<file path="config.mk">
export PLATFORM = sky130hd
export DESIGN_NAME = cvbf_csr
export DESIGN_NICKNAME = d
export VERILOG_FILES = /design/src/design/cvbf_pkg.sv /design/src/design/cvbf_csr.sv
export SDC_FILE = /design/constraint.sdc
export NUM_CORES = 1
export LEC_CHECK = 0
export ABC_AREA = 1
export BUFFER_PORTS_ARGS = -buffer_cell sky130_fd_sc_hd__buf_2
export CAP_MARGIN = 10
export CORE_ASPECT_RATIO = 0.9
export CORE_MARGIN = 4
export CORE_UTILIZATION = 45
export CTS_CLUSTER_DIAMETER = 100
export DETAILED_ROUTE_END_ITERATION = 8
export PLACE_DENSITY = 0.79
export RECOVER_POWER = 25
export SLEW_MARGIN = 0
export SYNTH_ARGS = -nofsm -noshare
export SYNTH_HDL_FRONTEND = slang
export SYNTH_SLANG_ARGS = --single-unit
export TNS_END_PERCENT = 20
</file>
<file path="constraint.sdc">
create_clock -name clock -period 1 [get_ports clock]
set_input_delay 0.05 -clock clock [delete_from_list [all_inputs] [get_ports clock]]
set_output_delay 0.05 -clock clock [all_outputs]
set_load 0.05 [all_outputs]
</file>
<file path="src/design/cvbf_pkg.sv">
// Shared types and constants for the clipped voxel box fill block.
// Holds field widths, command and label codes, register indexes and the
// controller/datapath command and status structs. Depends on nothing.
package cvbf_pkg;

   // Field and port widths
   localparam int COORD_W    = 6;
   localparam int TYPE_W     = 3;
   localparam int LABEL_W    = 2;
   localparam int BOUND_W    = 12;
   localparam int BRUSH_W    = 5;
   localparam int PLANE_W    = 2;
   localparam int HALF_W     = 7;   // clamped brush size and half width
   localparam int SPAN_W     = 8;   // signed square ends before clipping
   localparam int CSR_ADDR_W = 5;
   localparam int CSR_DATA_W = 32;
   localparam int REG_IDX_W  = 3;

   // Command codes
   localparam logic [TYPE_W-1:0] REQ_BLOCK_SLICE   = 3'd0;
   localparam logic [TYPE_W-1:0] REQ_BLOCK_BOUNDED = 3'd1;
   localparam logic [TYPE_W-1:0] REQ_SEGMENT       = 3'd2;
   localparam logic [TYPE_W-1:0] REQ_ERASE         = 3'd3;
   localparam logic [TYPE_W-1:0] REQ_READ          = 3'd4;

   // Voxel labels
   localparam logic [LABEL_W-1:0] LBL_BACKGROUND = 2'd0;
   localparam logic [LABEL_W-1:0] LBL_BLOCKING   = 2'd1;
   localparam logic [LABEL_W-1:0] LBL_SEGMENT    = 2'd2;

   // Painting planes; the last selector picks no plane and paints nothing
   localparam logic [PLANE_W-1:0] PLANE_XY   = 2'd0;
   localparam logic [PLANE_W-1:0] PLANE_XZ   = 2'd1;
   localparam logic [PLANE_W-1:0] PLANE_YZ   = 2'd2;
   localparam logic [PLANE_W-1:0] PLANE_NONE = 2'd3;

   // Register indexes (byte address is four times the index)
   localparam logic [REG_IDX_W-1:0] REG_BRUSH_SIZE = 3'd0;
   localparam logic [REG_IDX_W-1:0] REG_VIEW_PLANE = 3'd1;
   localparam logic [REG_IDX_W-1:0] REG_PROTECT    = 3'd2;
   localparam logic [REG_IDX_W-1:0] REG_X_BOUNDS   = 3'd3;
   localparam logic [REG_IDX_W-1:0] REG_Y_BOUNDS   = 3'd4;
   localparam logic [REG_IDX_W-1:0] REG_Z_BOUNDS   = 3'd5;

   // Register reset values
   localparam logic [BRUSH_W-1:0] BRUSH_RESET  = 5'd5;
   localparam logic [BOUND_W-1:0] BOUNDS_RESET = 12'd4032;

   typedef struct packed {
      logic [BRUSH_W-1:0] brush_size;
      logic [PLANE_W-1:0] view_plane;
      logic               protect_segmentation;
      logic [BOUND_W-1:0] x_bounds;
      logic [BOUND_W-1:0] y_bounds;
      logic [BOUND_W-1:0] z_bounds;
   } cfg_type;

   // Controller to datapath
   typedef struct packed {
      logic clear_step;
      logic load_req;
      logic setup;
      logic start_paint;
      logic issue;
      logic fetch;
      logic load_rsp;
   } ctrl_cmd_type;

   // Datapath to controller
   typedef struct packed {
      logic clear_last;
      logic is_read;
      logic go_paint;
      logic last_voxel;
   } dp_stat_type;

endpackage

</file>
<file path="src/design/cvbf_csr.sv">
// Configuration registers of the clipped voxel box fill block.
// APB-style write and read access, zero wait states. Depends on cvbf_pkg.
module cvbf_csr (
   input  logic                                clock,
   input  logic                                reset,
   input  logic                                psel,
   input  logic                                penable,
   input  logic                                pwrite,
   input  logic [cvbf_pkg::CSR_ADDR_W-1:0]     paddr,
   input  logic [cvbf_pkg::CSR_DATA_W-1:0]     pwdata,
   output logic [cvbf_pkg::CSR_DATA_W-1:0]     prdata,
   output logic                                pready,
   output cvbf_pkg::cfg_type                   cfg
);

   localparam int DW = cvbf_pkg::CSR_DATA_W;
   localparam int AW = cvbf_pkg::CSR_ADDR_W;
   localparam int BW = cvbf_pkg::BOUND_W;

   cvbf_pkg::cfg_type                 cfg_ff;
   cvbf_pkg::cfg_type                 cfg_in;
   logic                              wr_en;
   logic [cvbf_pkg::REG_IDX_W-1:0]    reg_idx;

   assign pready  = 1'b1;
   assign wr_en   = psel & penable & pwrite;
   assign reg_idx = paddr[AW-1:2];
   assign cfg     = cfg_ff;

   // Update the addressed register on a write beat
   always_comb begin
      cfg_in = cfg_ff;
      if (wr_en) begin
         unique case (reg_idx)
            cvbf_pkg::REG_BRUSH_SIZE: cfg_in.brush_size = pwdata[cvbf_pkg::BRUSH_W-1:0];
            cvbf_pkg::REG_VIEW_PLANE: cfg_in.view_plane = pwdata[cvbf_pkg::PLANE_W-1:0];
            cvbf_pkg::REG_PROTECT:    cfg_in.protect_segmentation = pwdata[0];
            cvbf_pkg::REG_X_BOUNDS:   cfg_in.x_bounds = pwdata[BW-1:0];
            cvbf_pkg::REG_Y_BOUNDS:   cfg_in.y_bounds = pwdata[BW-1:0];
            cvbf_pkg::REG_Z_BOUNDS:   cfg_in.z_bounds = pwdata[BW-1:0];
            default: ;
         endcase
      end
   end

   always_ff @(posedge clock) begin
      if (reset) begin
         cfg_ff.brush_size           <= cvbf_pkg::BRUSH_RESET;
         cfg_ff.view_plane           <= cvbf_pkg::PLANE_XY;
         cfg_ff.protect_segmentation <= 1'b0;
         cfg_ff.x_bounds             <= cvbf_pkg::BOUNDS_RESET;
         cfg_ff.y_bounds             <= cvbf_pkg::BOUNDS_RESET;
         cfg_ff.z_bounds             <= cvbf_pkg::BOUNDS_RESET;
      end else begin
         cfg_ff <= cfg_in;
      end
   end

   // Read back the addressed register
   always_comb begin
      unique case (reg_idx)
         cvbf_pkg::REG_BRUSH_SIZE: prdata = DW'(cfg_ff.brush_size);
         cvbf_pkg::REG_VIEW_PLANE: prdata = DW'(cfg_ff.view_plane);
         cvbf_pkg::REG_PROTECT:    prdata = DW'(cfg_ff.protect_segmentation);
         cvbf_pkg::REG_X_BOUNDS:   prdata = DW'(cfg_ff.x_bounds);
         cvbf_pkg::REG_Y_BOUNDS:   prdata = DW'(cfg_ff.y_bounds);
         cvbf_pkg::REG_Z_BOUNDS:   prdata = DW'(cfg_ff.z_bounds);
         default:                  prdata = '0;
      endcase
   end

endmodule

</file>
==> flow_summary_export.csv <==
group,metric,value,unit
critical_path,reg2reg_from,"cfg[36]$_SDFFE_PP0P_",
synth,yosys_most_used_dff,"dfxtp_1",
pwr,total_power,4050,uW
clock_tree,cts_buffer_depth,2,
floorplan,ios,119,
global_route,grt_overflow_total,0,
sta,rsz0062_at_grt,"true",
drt,wl,7.11,mm
floorplan,fp.dieH,76.3,um
clock_tree,cts_root_buffer,"clkbuf_8",
global_route,grt_max_degree,45,
floorplan,fp.dieW,83.8,um
synth,yosys_warnings,0,
drt,drt_iter0_drc,225,
worst_hold_path,hold_path.class,"primary input to flop",
floorplan,fp-row-count,24,
drt,wl_per_cell,13.3,um
synth,synth_area_leaders,"dfxtp_1 38%, nand2_1 20%, nor2_1 9.2%, nand3_1 9.0%, buf_4 6.8%",
finish,num_antenna_cells,0,
synth,synth-seq-area-share,0.378,
sta,skew,0,ns
critical_path,crit_required,0.95,ns
finish,nFillCells,407,
critical_path,worstPathMaxFanout,2,
finish,nets,510,
critical_path,end_kind,"output pin",
pwr,ir_worst_vdd,707,uV
clock_tree,clk_pin_slew,0.09,ns
synth,ys_types,24,
placed_design,dpl.cell_count,505,
pwr,power.density,1180,nW/um2
run,cap_violations,0,
finish,multi_input_area,1220,um2
finish,area_delta_synth_final,47.3,%
sta,fmax,0.860,GHz
placed_design,gp_congestion,0.909,
drt,dr.pass1.iters,6,
floorplan,initial_utilization,0.473,
clock_tree,numCtsBuffers,5,
clock_tree,tritoncts,"built",
synth,synthArstFlopShare,0,
sta,final.setup.tns,-1.40,ns
status,violations,"negative setup slack",
global_route,grt_antenna_before_repair,0,
drt,postRouteAntennaNets,0,
sta,holdWs,0.0886,ns
finish,seq_area,937,um2
finish,drive_above_1_share,0.441,
sta,layout_min_cycle_time,1.16,ns
global_route,grt_pass1_vias,2450,
sta,min_period_over_period,1.16,
finish,final_cells,534,
pwr,p_leak,0.00172,uW
drt,drc,0,
synth,synth_top_cell_area_share,0.378,
global_route,grt_pass1_wl,11.2,mm
clock_tree,clock_sinks,44,
synth,synth-edff-count,0,
sta,setup_ws,-0.162,ns
drt,viasPerCell,4.93,
placed_design,dp_hpwl,4.95,mm
status,status,"finished with violations",
drt,num_vias,2634,
synth,synth_area,2330,um2
finish,largest_reg_flops,44,
synth,yosys-top-cells-count,"126 x nand2_1, 57 x nor2_1, 44 x dfxtp_1, 42 x nand3_1, 21 x buf_4",
finish,utilization,0.697,
synth,avgSynthCellArea,6.68,um2
placed_design,io_buffer_count,75,
worst_hold_path,hold_path_startpoint,"pwdata[5]",
critical_path,start_kind,"flop",
synth,synthesis.instances,349,
sta,drv_slew,0,
synth,ys_ff_latch,44,
sta,hold_viol_final,0,
synth,synth_area_leader_cell,"dfxtp_1",
critical_path,cp.arrival,1.11,ns
sta,finalSetupViolations,21,
clock_tree,clock_latency,0.30,ns
floorplan,dieArea,6390,um2
critical_path,startpoint,"cfg[13]$_SDFFE_PP0P_",
clock_tree,htreeDepth,2,
synth,synth.most_common_cell,"nand2_1",
floorplan,core,4920,um2
critical_path,critical_path_class,"flop to output pin",
global_route,grt.total_usage,0.216,
==> where the power goes <==
part / total, uW / switching, uW / internal, uW
clock: 1360 / 616 / 742
combinational: 903 / 627 / 276
sequential: 1790 / 18.0 / 1770
total: 4050 / 1260 / 2790
==> per-stage QoR <==
stage               setup slack [ns]  area (um2)
floorplan                    -0.0766        2470
global placement              -0.148        2920
detailed placement            -0.171        2920
CTS                           -0.172        3310
global route                  -0.210        3430
finish                        -0.162        3430
==> per-layer routing <==
layer | wire, um | track usage
met5 | 0 | 0
met1 | 2920 | 0.261
met2 | 3510 | 0.367
met4 | 188 | 0.101
met3 | 485 | 0.0443
==> layout by cell type (no fill, tap or decap) <==
| cell type | synthesis | routed |
|---|---|---|
| dlygate4sd3_1 | 0 | 8 |
| inv_1 | 19 | 18 |
| clkbuf_1 | 4 | 3 |
| buf_8 | 1 | 7 |
| nor2_2 | 3 | 8 |
| clkinv_1 | 2 | 1 |
| buf_2 | 1 | 48 |
| a21oi_1 | 1 | 1 |
| inv_4 | 1 | 2 |
| o21ai_0 | 6 | 6 |
| buf_12 | 0 | 3 |
| nand3_1 | 42 | 33 |
| buf_6 | 4 | 17 |
| dfxtp_1 | 44 | 1 |
| clkbuf_2 | 0 | 1 |
| inv_2 | 2 | 2 |
| dfxtp_2 | 0 | 42 |
| bufinv_16 | 0 | 1 |
| nand3_4 | 2 | 1 |
| clkinv_2 | 0 | 2 |
| nand3_2 | 1 | 11 |
| dfxtp_4 | 0 | 1 |
| nor2_4 | 1 | 2 |
| clkbuf_8 | 2 | 5 |
| clkbuf_4 | 0 | 2 |
| buf_4 | 21 | 38 |
| nand2_1 | 126 | 113 |
| nand2_2 | 0 | 13 |
| nand4_1 | 4 | 4 |
| nor2_1 | 57 | 53 |
| nand2_4 | 1 | 1 |
| conb_1 | 2 | 21 |
==> layout make-up <==
cell class / instances / area share
Clock inverter: 2 / 0.0102
Clock buffer: 6 / 0.0211
Timing Repair Buffer: 126 / 0.288
Tap cell: 65 / 0.0237
Multi-Input combinational cell: 267 / 0.355
Sequential cell: 44 / 0.273
Inverter: 24 / 0.0281
==> path summary, 6_finish.rpt <==
check                           cells past startpoint                   end  slack, ns
worst max-delay path                                5             prdata[1]      -0.16
worst min-delay path                                5   cfg[5]$_SDFFE_PP0P_       0.09
worst max register to register                      3  cfg[36]$_SDFFE_PP0P_       0.25
worst min register to register                      2  cfg[41]$_SDFFE_PP1P_       0.46
==> critical path, cell delays in order, from the launching register on <==
cell	delay, ns
dfxtp_2	0.34
nand3_2	0.07
nand2_1	0.06
nor2_2	0.12
nand2_2	0.07
buf_8	0.15
==> kinds of logic (layout without fill, tap and decap cells) <==
group           count (synthesis)  in the layout  synth area share
compound gates                  7              7            0.0150
buf+inv                        57            158             0.154
flops                          44             44             0.378
other cells                     2             21           0.00322
simple gates                  239            239             0.450
==> what timing repair did <==
item	CTS	global route
hold buffers	8	0
hold endpoints to repair	12	0
gates resized for setup	59	44
pin swaps	10	16
buffers inserted	6	7
setup endpoints to repair	15	26
cloned	0	0
(Power assumes the default switching activity.)
