--- src/design/cvbf_pkg.sv ---
// Shared types and constants for the clipped voxel box fill block.
// Holds field widths, command and label codes, register indexes and the
// controller/datapath command and status structs. Depends on nothing.
package cvbf_pkg;

   // Field and port widths
   localparam int COORD_W    = 6;
   localparam int TYPE_W     = 3;
   localparam int LABEL_W    = 2;
   localparam int BOUND_W    = 12;
   localparam int BRUSH_W    = 5;
   localparam int PLANE_W    = 2;
   localparam int HALF_W     = 7;   // clamped brush size and half width
   localparam int SPAN_W     = 8;   // signed square ends before clipping
   localparam int CSR_ADDR_W = 5;
   localparam int CSR_DATA_W = 32;
   localparam int REG_IDX_W  = 3;

   // Command codes
   localparam logic [TYPE_W-1:0] REQ_BLOCK_SLICE   = 3'd0;
   localparam logic [TYPE_W-1:0] REQ_BLOCK_BOUNDED = 3'd1;
   localparam logic [TYPE_W-1:0] REQ_SEGMENT       = 3'd2;
   localparam logic [TYPE_W-1:0] REQ_ERASE         = 3'd3;
   localparam logic [TYPE_W-1:0] REQ_READ          = 3'd4;

   // Voxel labels
   localparam logic [LABEL_W-1:0] LBL_BACKGROUND = 2'd0;
   localparam logic [LABEL_W-1:0] LBL_BLOCKING   = 2'd1;
   localparam logic [LABEL_W-1:0] LBL_SEGMENT    = 2'd2;

   // Painting planes; the last selector picks no plane and paints nothing
   localparam logic [PLANE_W-1:0] PLANE_XY   = 2'd0;
   localparam logic [PLANE_W-1:0] PLANE_XZ   = 2'd1;
   localparam logic [PLANE_W-1:0] PLANE_YZ   = 2'd2;
   localparam logic [PLANE_W-1:0] PLANE_NONE = 2'd3;

   // Register indexes (byte address is four times the index)
   localparam logic [REG_IDX_W-1:0] REG_BRUSH_SIZE = 3'd0;
   localparam logic [REG_IDX_W-1:0] REG_VIEW_PLANE = 3'd1;
   localparam logic [REG_IDX_W-1:0] REG_PROTECT    = 3'd2;
   localparam logic [REG_IDX_W-1:0] REG_X_BOUNDS   = 3'd3;
   localparam logic [REG_IDX_W-1:0] REG_Y_BOUNDS   = 3'd4;
   localparam logic [REG_IDX_W-1:0] REG_Z_BOUNDS   = 3'd5;

   // Register reset values
   localparam logic [BRUSH_W-1:0] BRUSH_RESET  = 5'd5;
   localparam logic [BOUND_W-1:0] BOUNDS_RESET = 12'd4032;

   typedef struct packed {
      logic [BRUSH_W-1:0] brush_size;
      logic [PLANE_W-1:0] view_plane;
      logic               protect_segmentation;
      logic [BOUND_W-1:0] x_bounds;
      logic [BOUND_W-1:0] y_bounds;
      logic [BOUND_W-1:0] z_bounds;
   } cfg_type;

   // Controller to datapath
   typedef struct packed {
      logic clear_step;
      logic load_req;
      logic setup;
      logic start_paint;
      logic issue;
      logic fetch;
      logic load_rsp;
   } ctrl_cmd_type;

   // Datapath to controller
   typedef struct packed {
      logic clear_last;
      logic is_read;
      logic go_paint;
      logic last_voxel;
   } dp_stat_type;

endpackage

--- src/design/cvbf_ctrl.sv ---
// Controller of the clipped voxel box fill block: one-hot state machine
// that sequences clearing, setup, painting, reads and the result beat.
// Depends on cvbf_pkg; drives cvbf_dp through command and status structs.
module cvbf_ctrl (
   input  logic                        clock,
   input  logic                        reset,
   input  logic                        req_valid,
   output logic                        req_ready,
   output logic                        rsp_valid,
   input  logic                        rsp_ready,
   input  cvbf_pkg::dp_stat_type       stat,
   output cvbf_pkg::ctrl_cmd_type      cmd
);

   typedef enum logic [6:0] {
      ST_CLEAR = 7'b0000001,
      ST_IDLE  = 7'b0000010,
      ST_SETUP = 7'b0000100,
      ST_PAINT = 7'b0001000,
      ST_DRAIN = 7'b0010000,
      ST_FETCH = 7'b0100000,
      ST_DONE  = 7'b1000000
   } state_type;

   state_type state_ff;
   state_type state_in;
   logic      rsp_valid_ff;
   logic      rsp_valid_in;

   // Next state and commands
   always_comb begin
      state_in  = state_ff;
      cmd       = '0;
      req_ready = 1'b0;
      unique case (state_ff)
         ST_CLEAR: begin
            cmd.clear_step = 1'b1;
            if (stat.clear_last) begin
               state_in = ST_IDLE;
            end
         end
         ST_IDLE: begin
            req_ready = 1'b1;
            if (req_valid) begin
               cmd.load_req = 1'b1;
               state_in     = ST_SETUP;
            end
         end
         ST_SETUP: begin
            cmd.setup = 1'b1;
            priority if (stat.is_read) begin
               state_in = ST_FETCH;
            end else if (stat.go_paint) begin
               cmd.start_paint = 1'b1;
               state_in        = ST_PAINT;
            end else begin
               state_in = ST_DONE;
            end
         end
         ST_PAINT: begin
            cmd.issue = 1'b1;
            if (stat.last_voxel) begin
               state_in = ST_DRAIN;
            end
         end
         ST_DRAIN: begin
            state_in = ST_DONE;
         end
         ST_FETCH: begin
            cmd.fetch = 1'b1;
            state_in  = ST_DONE;
         end
         ST_DONE: begin
            if (!rsp_valid_ff || rsp_ready) begin
               cmd.load_rsp = 1'b1;
               state_in     = ST_IDLE;
            end
         end
         default: begin
            state_in = ST_CLEAR;
         end
      endcase
   end

   // Hold the result beat until taken
   assign rsp_valid_in = cmd.load_rsp | (rsp_valid_ff & ~rsp_ready);
   assign rsp_valid    = rsp_valid_ff;

   always_ff @(posedge clock) begin
      if (reset) begin
         state_ff     <= ST_CLEAR;
         rsp_valid_ff <= 1'b0;
      end else begin
         state_ff     <= state_in;
         rsp_valid_ff <= rsp_valid_in;
      end
   end

   a_no_rsp_overwrite: assert property (@(posedge clock) disable iff (reset)
      cmd.load_rsp |-> (!rsp_valid_ff || rsp_ready))
      else $error("result register loaded over an untaken beat");

   a_last_voxel_drains: assert property (@(posedge clock) disable iff (reset)
      (cmd.issue && stat.last_voxel) |=> (state_ff == ST_DRAIN))
      else $error("last voxel did not lead to drain");

   a_rsp_from_done: assert property (@(posedge clock) disable iff (reset)
      $rose(rsp_valid_ff) |-> $past(state_ff == ST_DONE))
      else $error("result beat raised outside of done");

endmodule

--- config.mk ---
export PLATFORM = sky130hd
export DESIGN_NAME = cvbf_ctrl
export DESIGN_NICKNAME = d
export VERILOG_FILES = /design/src/design/cvbf_pkg.sv /design/src/design/cvbf_ctrl.sv
export SDC_FILE = /design/constraint.sdc
export NUM_CORES = 1
export LEC_CHECK = 0
export BUFFER_PORTS_ARGS = -buffer_cell sky130_fd_sc_hd__clkbuf_2
export CORE_AREA = 2 2 39 41
export CTS_BUF_LIST = sky130_fd_sc_hd__clkbuf_8
export CTS_CLUSTER_DIAMETER = 80
export CTS_CLUSTER_SIZE = 25
export DETAILED_ROUTE_END_ITERATION = 16
export DIE_AREA = 0 0 41 43
export PLACE_DENSITY = 0.8
export RECOVER_POWER = 50
export SYNTH_ARGS = -nofsm -noshare
export SYNTH_HDL_FRONTEND = slang
export SYNTH_SLANG_ARGS = --single-unit
--- constraint.sdc ---
create_clock -name clock -period 2 [get_ports clock]
set_clock_uncertainty 0.05 [all_clocks]
set_input_delay 0.4 -clock clock [delete_from_list [all_inputs] [get_ports clock]]
set_output_delay 0.4 -clock clock [all_outputs]
set_load 0.05 [all_outputs]
==> results of run 1 <==
==> per-layer routing <==
layer | vias up | wire, um | track usage [%]
li1 | 313 | - | -
met1 | 304 | 646 | 25.25
met2 | 27 | 847 | 33.75
met3 | 2 | 91 | 3.141
met4 | 0 | 25 | 10.00
met5 | - | 0 | 0
==> report_power, final <==
part	internal (mW)	switching, mW
Combinational	0.258	0.273
Clock	0.130	0.0639
Sequential	0.182	0.0125
Total	0.570	0.349
==> state kept, by name (all words and copies together) (netlist names) <==
| name | count |
|---|---|
| rsp_valid | 1 |
| state_ff | 7 |
==> critical path: cells and delay by family, from the launching register on <==
kind / cells / cell delay, ps
simple gates: 2 / 1060
flops: 1 / 300
buf+inv: 2 / 250
==> cell type report <==
cell class / instances / area (um2)
Sequential cell: 8 / 160.2
Inverter: 2 / 11.26
Tap cell: 16 / 20.02
Timing Repair Buffer: 33 / 302.8
Multi-Input combinational cell: 52 / 426.7
Clock buffer: 3 / 41.29
Fill cell: 112 / 421.7
==> synth_stat cells, types with 3 or more instances <==
master / instances / area [um2]
dfxtp_1: 8 / 160.2
nand2_1: 3 / 11.26
nand2b_1: 4 / 25.02
nor2_1: 5 / 18.77
nor2b_1: 3 / 18.77
nor3_1: 5 / 25.02
or3b_2: 4 / 35.03
==> path summary, 6_finish.rpt <==
kind	startpoint	endpoint	depth (start not counted)
min reg2reg	state_ff[1]$_SDFFE_PP0P_	state_ff[1]$_SDFFE_PP0P_	3
max	state_ff[6]$_SDFFE_PP0P_	cmd[2]	4
max reg2reg	state_ff[6]$_SDFFE_PP0P_	state_ff[4]$_SDFFE_PP0P_	4
min	stat[2]	state_ff[5]$_SDFFE_PP0P_	3
==> cells in the final DEF (no fill, tap or decap), drive strengths merged, types with 3 or more instances in the layout <==
master	instances
buf	21
clkbuf	15
dfxtp	8
nor2	5
nor3	5
nand2b	4
or3b	4
nand2	3
nor2b	3
nor4b	3
==> kinds of logic after synthesis <==
logic type,Yosys count,synth area share (%)
DFF,8,29.02
xor gates and xnor gates,1,1.588
buffers and inverters,6,5.442
and+or+nand+nor,37,45.12
muxes,1,1.814
AOI/OAI and AO/OA,13,17.01
==> repair_timing <==
action,CTS,global route
endpoints found under the setup margin,8,8
pin swaps,3,4
gates resized for setup,19,10
gates cloned,0,0
setup buffers,2,0
endpoints found under the hold margin,0,0
==> results by group, run 1 <==
Floorplanning
  – Die Span Y: 43 um
  – Core area: 1384 um2
  – DIE AREA: 1763 um2
  – Rows: 14
  – Initial Util: 39.87%
  – Chip width: 41 um
  – IO Pins: 17

Layout
  – Layout Nets: 108
  – Util after Layout: 69.53%
  – Ant diodes: 0
  – Area Overhead vs Synth: 74.38%
  – Design area: 962.2 um2
  – Finished Layout Cells: 114
  – Share of cells above drive strength 1: 52.04%

Drt
  – DR WL/cell: 14.12 um
  – DRT iter0 DRCs: 8
  – Detail Route Antenna Nets: 0
  – Drt drc: 0
  – Via count: 646
  – Total Wirelength: 1.610 mm
  – Vias/cell: 5.667
  – Drt first pass iters: 4

Clocking
  – Num CTS Buffers: 3
  – Clk Tree Root Cell: clkbuf_8
  – Longest Clk Path Bufs: 2
  – CTS HTree Levels: 1
  – CTS tree: done
  – Sink Count: 8
  – Clock transition at path regs: 40 ps
  – Worst-Skew Late Latency: 230 ps
  – Hold-fix buffers, CTS: 0

STA
  – Final worst slack: -278.5 ps
  – RSZ-0062 raised after global routing: yes
  – Final TNS setup: -711.5 ps
  – Minimum clock period: 2279 ps
  – Final setup viols: 6
  – Fin. Hold Viols: 0
  – Final Cycle Share: 113.9%
  – Fmax: 438.9 MHz
  – Worst slew margin: 60.01%
  – Hold slack: 393.0 ps
  – Pins Over Slew Limit: 0
  – Worst-margin pin slew: 602.5 ps

Flow run
  – Max cap viols: 0

Placed design
  – Dpl cell area: 790.8 um2
  – Placed insts: 109
  – Port Buf Inserts: 16
  – Hpwl dp: 1.210 mm
  – Dpl ws: -145.9 ps
  – Final GP Congestion: 0.8405

Pwr
  – Worst VDD drop: 0.0005898 V
  – Leak: 0.4203 nW
  – Final Power: 919.8 uW
  – Cell Pwr Density: 956.0 nW/um2

Worst setup path
  – Worst endpoint data arrival time: 1830 ps
  – CP Cell Sequence: or4_4 -> or4b_4 -> clkinvlp_4 -> clkbuf_16
  – CP max-delay cell: or4_4
  – Slowest cell delay on critical path: 540 ps
  – Startpoint class of the critical path: flop
  – Crit-path max FO: 2
  – Critical path class: flop to output pin
  – Crit path required time: 1550 ps
  – Nature of the critical path endpoint: output pin
  – R2R Setup Slk: 130 ps

Yosys
  – Synth cell types: 31
  – Mapped Area: 551.8 um2
  – Sequential-to-total area share from yosys stat: 29.02%
  – #FFs+latches synth: 8
  – Syn_nets: 74
  – Post-synth EDFFs: 0
  – Mean Syn Cell Area: 8.360 um2
  – Gate Count Post-Synth: 66
  – Top_reg_cell synth: dfxtp_1
  – Yosys warnings: 0
  – Asr flop ratio synth: 0%

Global route
  – Total gr overflow: 0
  – Total GRT Usage: 20.81%
  – Antenna violations before repair: 0
  – Number of global-route vias before repair: 562
  – Largest net degree at the start of global routing: 11
  – First-pass GRT wire length: 2.421 mm

Status
  – Violated checks: negative setup slack
  – Outcome: complete, but fails checks

Worst hold path
  – HP Class: input port to flop
Note: power is estimated with default switching activity, not from simulation.
==> inputs of run 2 (changes only) <==
Settings changed: SKIP_LAST_GASP set to 1.
==> results by group, run 2 (synthesized netlist as in run 1, its figures left out) <==
STA
  – Fmax: 438.3 MHz (was 438.9 MHz)
  – Worst slew margin: 59.92% (was 60.01%)
  – Hold slack: 386.8 ps (was 393.0 ps)
  – Fin. Hold Viols: 0 (unchanged)
  – Final Cycle Share: 114.1% (was 113.9%)
  – Final setup viols: 7 (was 6)
  – Pins Over Slew Limit: 0 (unchanged)
  – Worst-margin pin slew: 603.8 ps (was 602.5 ps)
  – RSZ-0062 raised after global routing: yes (unchanged)
  – Minimum clock period: 2282 ps (was 2279 ps)
  – Final worst slack: -281.5 ps (was -278.5 ps)

Worst setup path
  – RR Endpoint: state_ff[4]$_SDFFE_PP0P_ (unchanged)
  – Crit-path max FO: 2 (unchanged)
  – Reg2reg path depth: 4 (unchanged)
  – Critical path class: flop to output pin (unchanged)
  – Startpoint class of the critical path: flop (unchanged)
  – Worst r2r src: state_ff[6]$_SDFFE_PP0P_ (unchanged)
  – R2R Setup Slk: 130 ps (about the same)
  – Crit path required time: 1550 ps (about the same)
  – Nature of the critical path endpoint: output pin (unchanged)
  – Worst endpoint data arrival time: 1830 ps (about the same)

Flow run
  – Max cap viols: 0 (unchanged)

Layout
  – Multi-input logic area: 426.7 um2 (unchanged)
  – Finished Layout Cells: 115 (was 114)
  – Commonest non-fill, non-tap cell in the layout: buf_4 (unchanged)
  – Util after Layout: 70.07% (was 69.53%)
  – Area Overhead vs Synth: 75.74% (was 74.38%)
  – Fill cells: 109 (was 112)
  – Share of cells above drive strength 1: 52.53% (was 52.04%)
  – Layout Nets: 109 (was 108)
  – Commonest cells after routing, fill and taps aside: buf_4, dfxtp_1, clkbuf_2, nor2_1 (was buf_4, dfxtp_1, clkbuf_2, nor2_1, buf_8)
  – Register Area: 160.2 um2 (unchanged)
  – Top reg by flops: state_ff (unchanged)
  – Ant diodes: 0 (unchanged)
  – Largest register FFs: 7 (unchanged)

Worst hold path
  – HP Class: input port to flop (unchanged)
  – WHS Endpoint: state_ff[5]$_SDFFE_PP0P_ (unchanged)
  – Worst hold path startpoint: stat[2] (unchanged)
  – Hold Path Cell Cnt: 3 (unchanged)

Floorplanning
  – Chip width: 41 um (unchanged)
  – DIE AREA: 1763 um2 (unchanged)
  – Die Span Y: 43 um (unchanged)
  – IO Pins: 17 (unchanged)
  – Initial Util: 39.87% (unchanged)
  – Core area: 1384 um2 (unchanged)
  – Rows: 14 (unchanged)

Global route
  – Antenna violations before repair: 0 (unchanged)
  – Number of global-route vias before repair: 562 (unchanged)
  – Largest net degree at the start of global routing: 11 (unchanged)
  – Total GRT Usage: 20.71% (was 20.81%)
  – First-pass GRT wire length: 2.415 mm (was 2.421 mm)
  – Total gr overflow: 0 (unchanged)

Status
  – Violated checks: negative setup slack (unchanged)
  – Outcome: complete, but fails checks (unchanged)

Clocking
  – Num CTS Buffers: 3 (unchanged)
  – Sink Count: 8 (unchanged)
  – Clock transition at path regs: 40 ps (about the same)
  – CTS tree: done (unchanged)
  – CTS HTree Levels: 1 (unchanged)
  – Worst-Skew Late Latency: 230 ps (about the same)
  – Hold-fix buffers, CTS: 0 (unchanged)
  – Clk Tree Root Cell: clkbuf_8 (unchanged)
  – Longest Clk Path Bufs: 2 (unchanged)

Pwr
  – Cell Pwr Density: 959.5 nW/um2 (was 956.0 nW/um2)
  – Worst VDD drop: 0.0005921 V (was 0.0005898 V)
  – Leak: 0.4254 nW (was 0.4203 nW)
  – Final Power: 930.4 uW (was 919.8 uW)

Drt
  – Via count: 631 (was 646)
  – Drt drc: 0 (unchanged)
  – Total Wirelength: 1.664 mm (was 1.610 mm)
  – Drt first pass iters: 4 (unchanged)
  – DR WL/cell: 14.47 um (was 14.12 um)
  – DRT iter0 DRCs: 12 (was 8)
  – Detail Route Antenna Nets: 0 (unchanged)
  – Vias/cell: 5.487 (was 5.667)

Placed design
  – Placed insts: 109 (unchanged)
  – Final GP Congestion: 0.8405 (unchanged)
  – Dpl ws: -145.9 ps (unchanged)
  – Hpwl dp: 1.210 mm (unchanged)
  – Port Buf Inserts: 16 (unchanged)
[run 2: changes by cell type in the layout (fill, tap and decap cells not counted)]
cell / previous run / this run
buf_6: 2 / 4
buf_8: 5 / 4
[run 2: how the worst max path moves through the flow]
stage                             start     end  slack, ps  cells past startpoint
2_1_floorplan  state_ff[5]$_SDFFE_PP0P_  cmd[3]       -280                      4
3_3_place_gp   state_ff[6]$_SDFFE_PP0P_  cmd[2]       -130                      4
3_5_place_dp   state_ff[6]$_SDFFE_PP0P_  cmd[5]       -150                      5
4_1_cts        state_ff[6]$_SDFFE_PP0P_  cmd[2]       -280                      4
5_1_grt        state_ff[6]$_SDFFE_PP0P_  cmd[2]       -320                      4
6_report       state_ff[6]$_SDFFE_PP0P_  cmd[2]       -280                      4
[run 2: layout make-up]
cell class	count	area share, %
clock buffers	3	4.258
repair buffers	34	32.00
multi-input cells	52	44.00
well taps	16	2.065
flip-flops and latches	8	16.52
inverters	2	1.161
[run 2: what timing repair did]
| item | in CTS | in global routing |
|---|---|---|
| pin swaps | 3 | 5 |
| gates resized for setup | 18 | 12 |
| buffers inserted | 2 | 1 |
| endpoints found under the setup margin | 8 | 8 |
| cloned | 0 | 0 |
[run 2: worst max-delay path, cell delays in order (launching register included)]
cell	delay (ps)
dfxtp_1	300
or4_4	540
or4b_4	510
clkinvlp_4	100
clkbuf_16	150
[run 2: power by group]
group | internal, mW | switching [mW]
clock | 0.130 | 0.0634
sequential | 0.182 | 0.0122
combinational | 0.264 | 0.278
total | 0.577 | 0.354
[run 2: layer usage]
layer	part of all wire, %	wire length, um	vias up	GRT usage [%]
met5	0	0	-	0
met4	1.5	25	0	10.00
met3	2.1	35	2	3.141
met2	53	875	11	33.75
met1	44	728	302	24.92
li1	-	-	316	-
[run 2: per-stage QoR]
step           setup TNS [ps]  cell area [um2]
2_1_floorplan          -660.1            600.6
3_3_place_gp           -308.8            790.8
3_5_place_dp           -400.8            790.8
4_1_cts                -765.2            938.4
5_1_grt                 -1190            969.7
6_report               -846.0            969.7
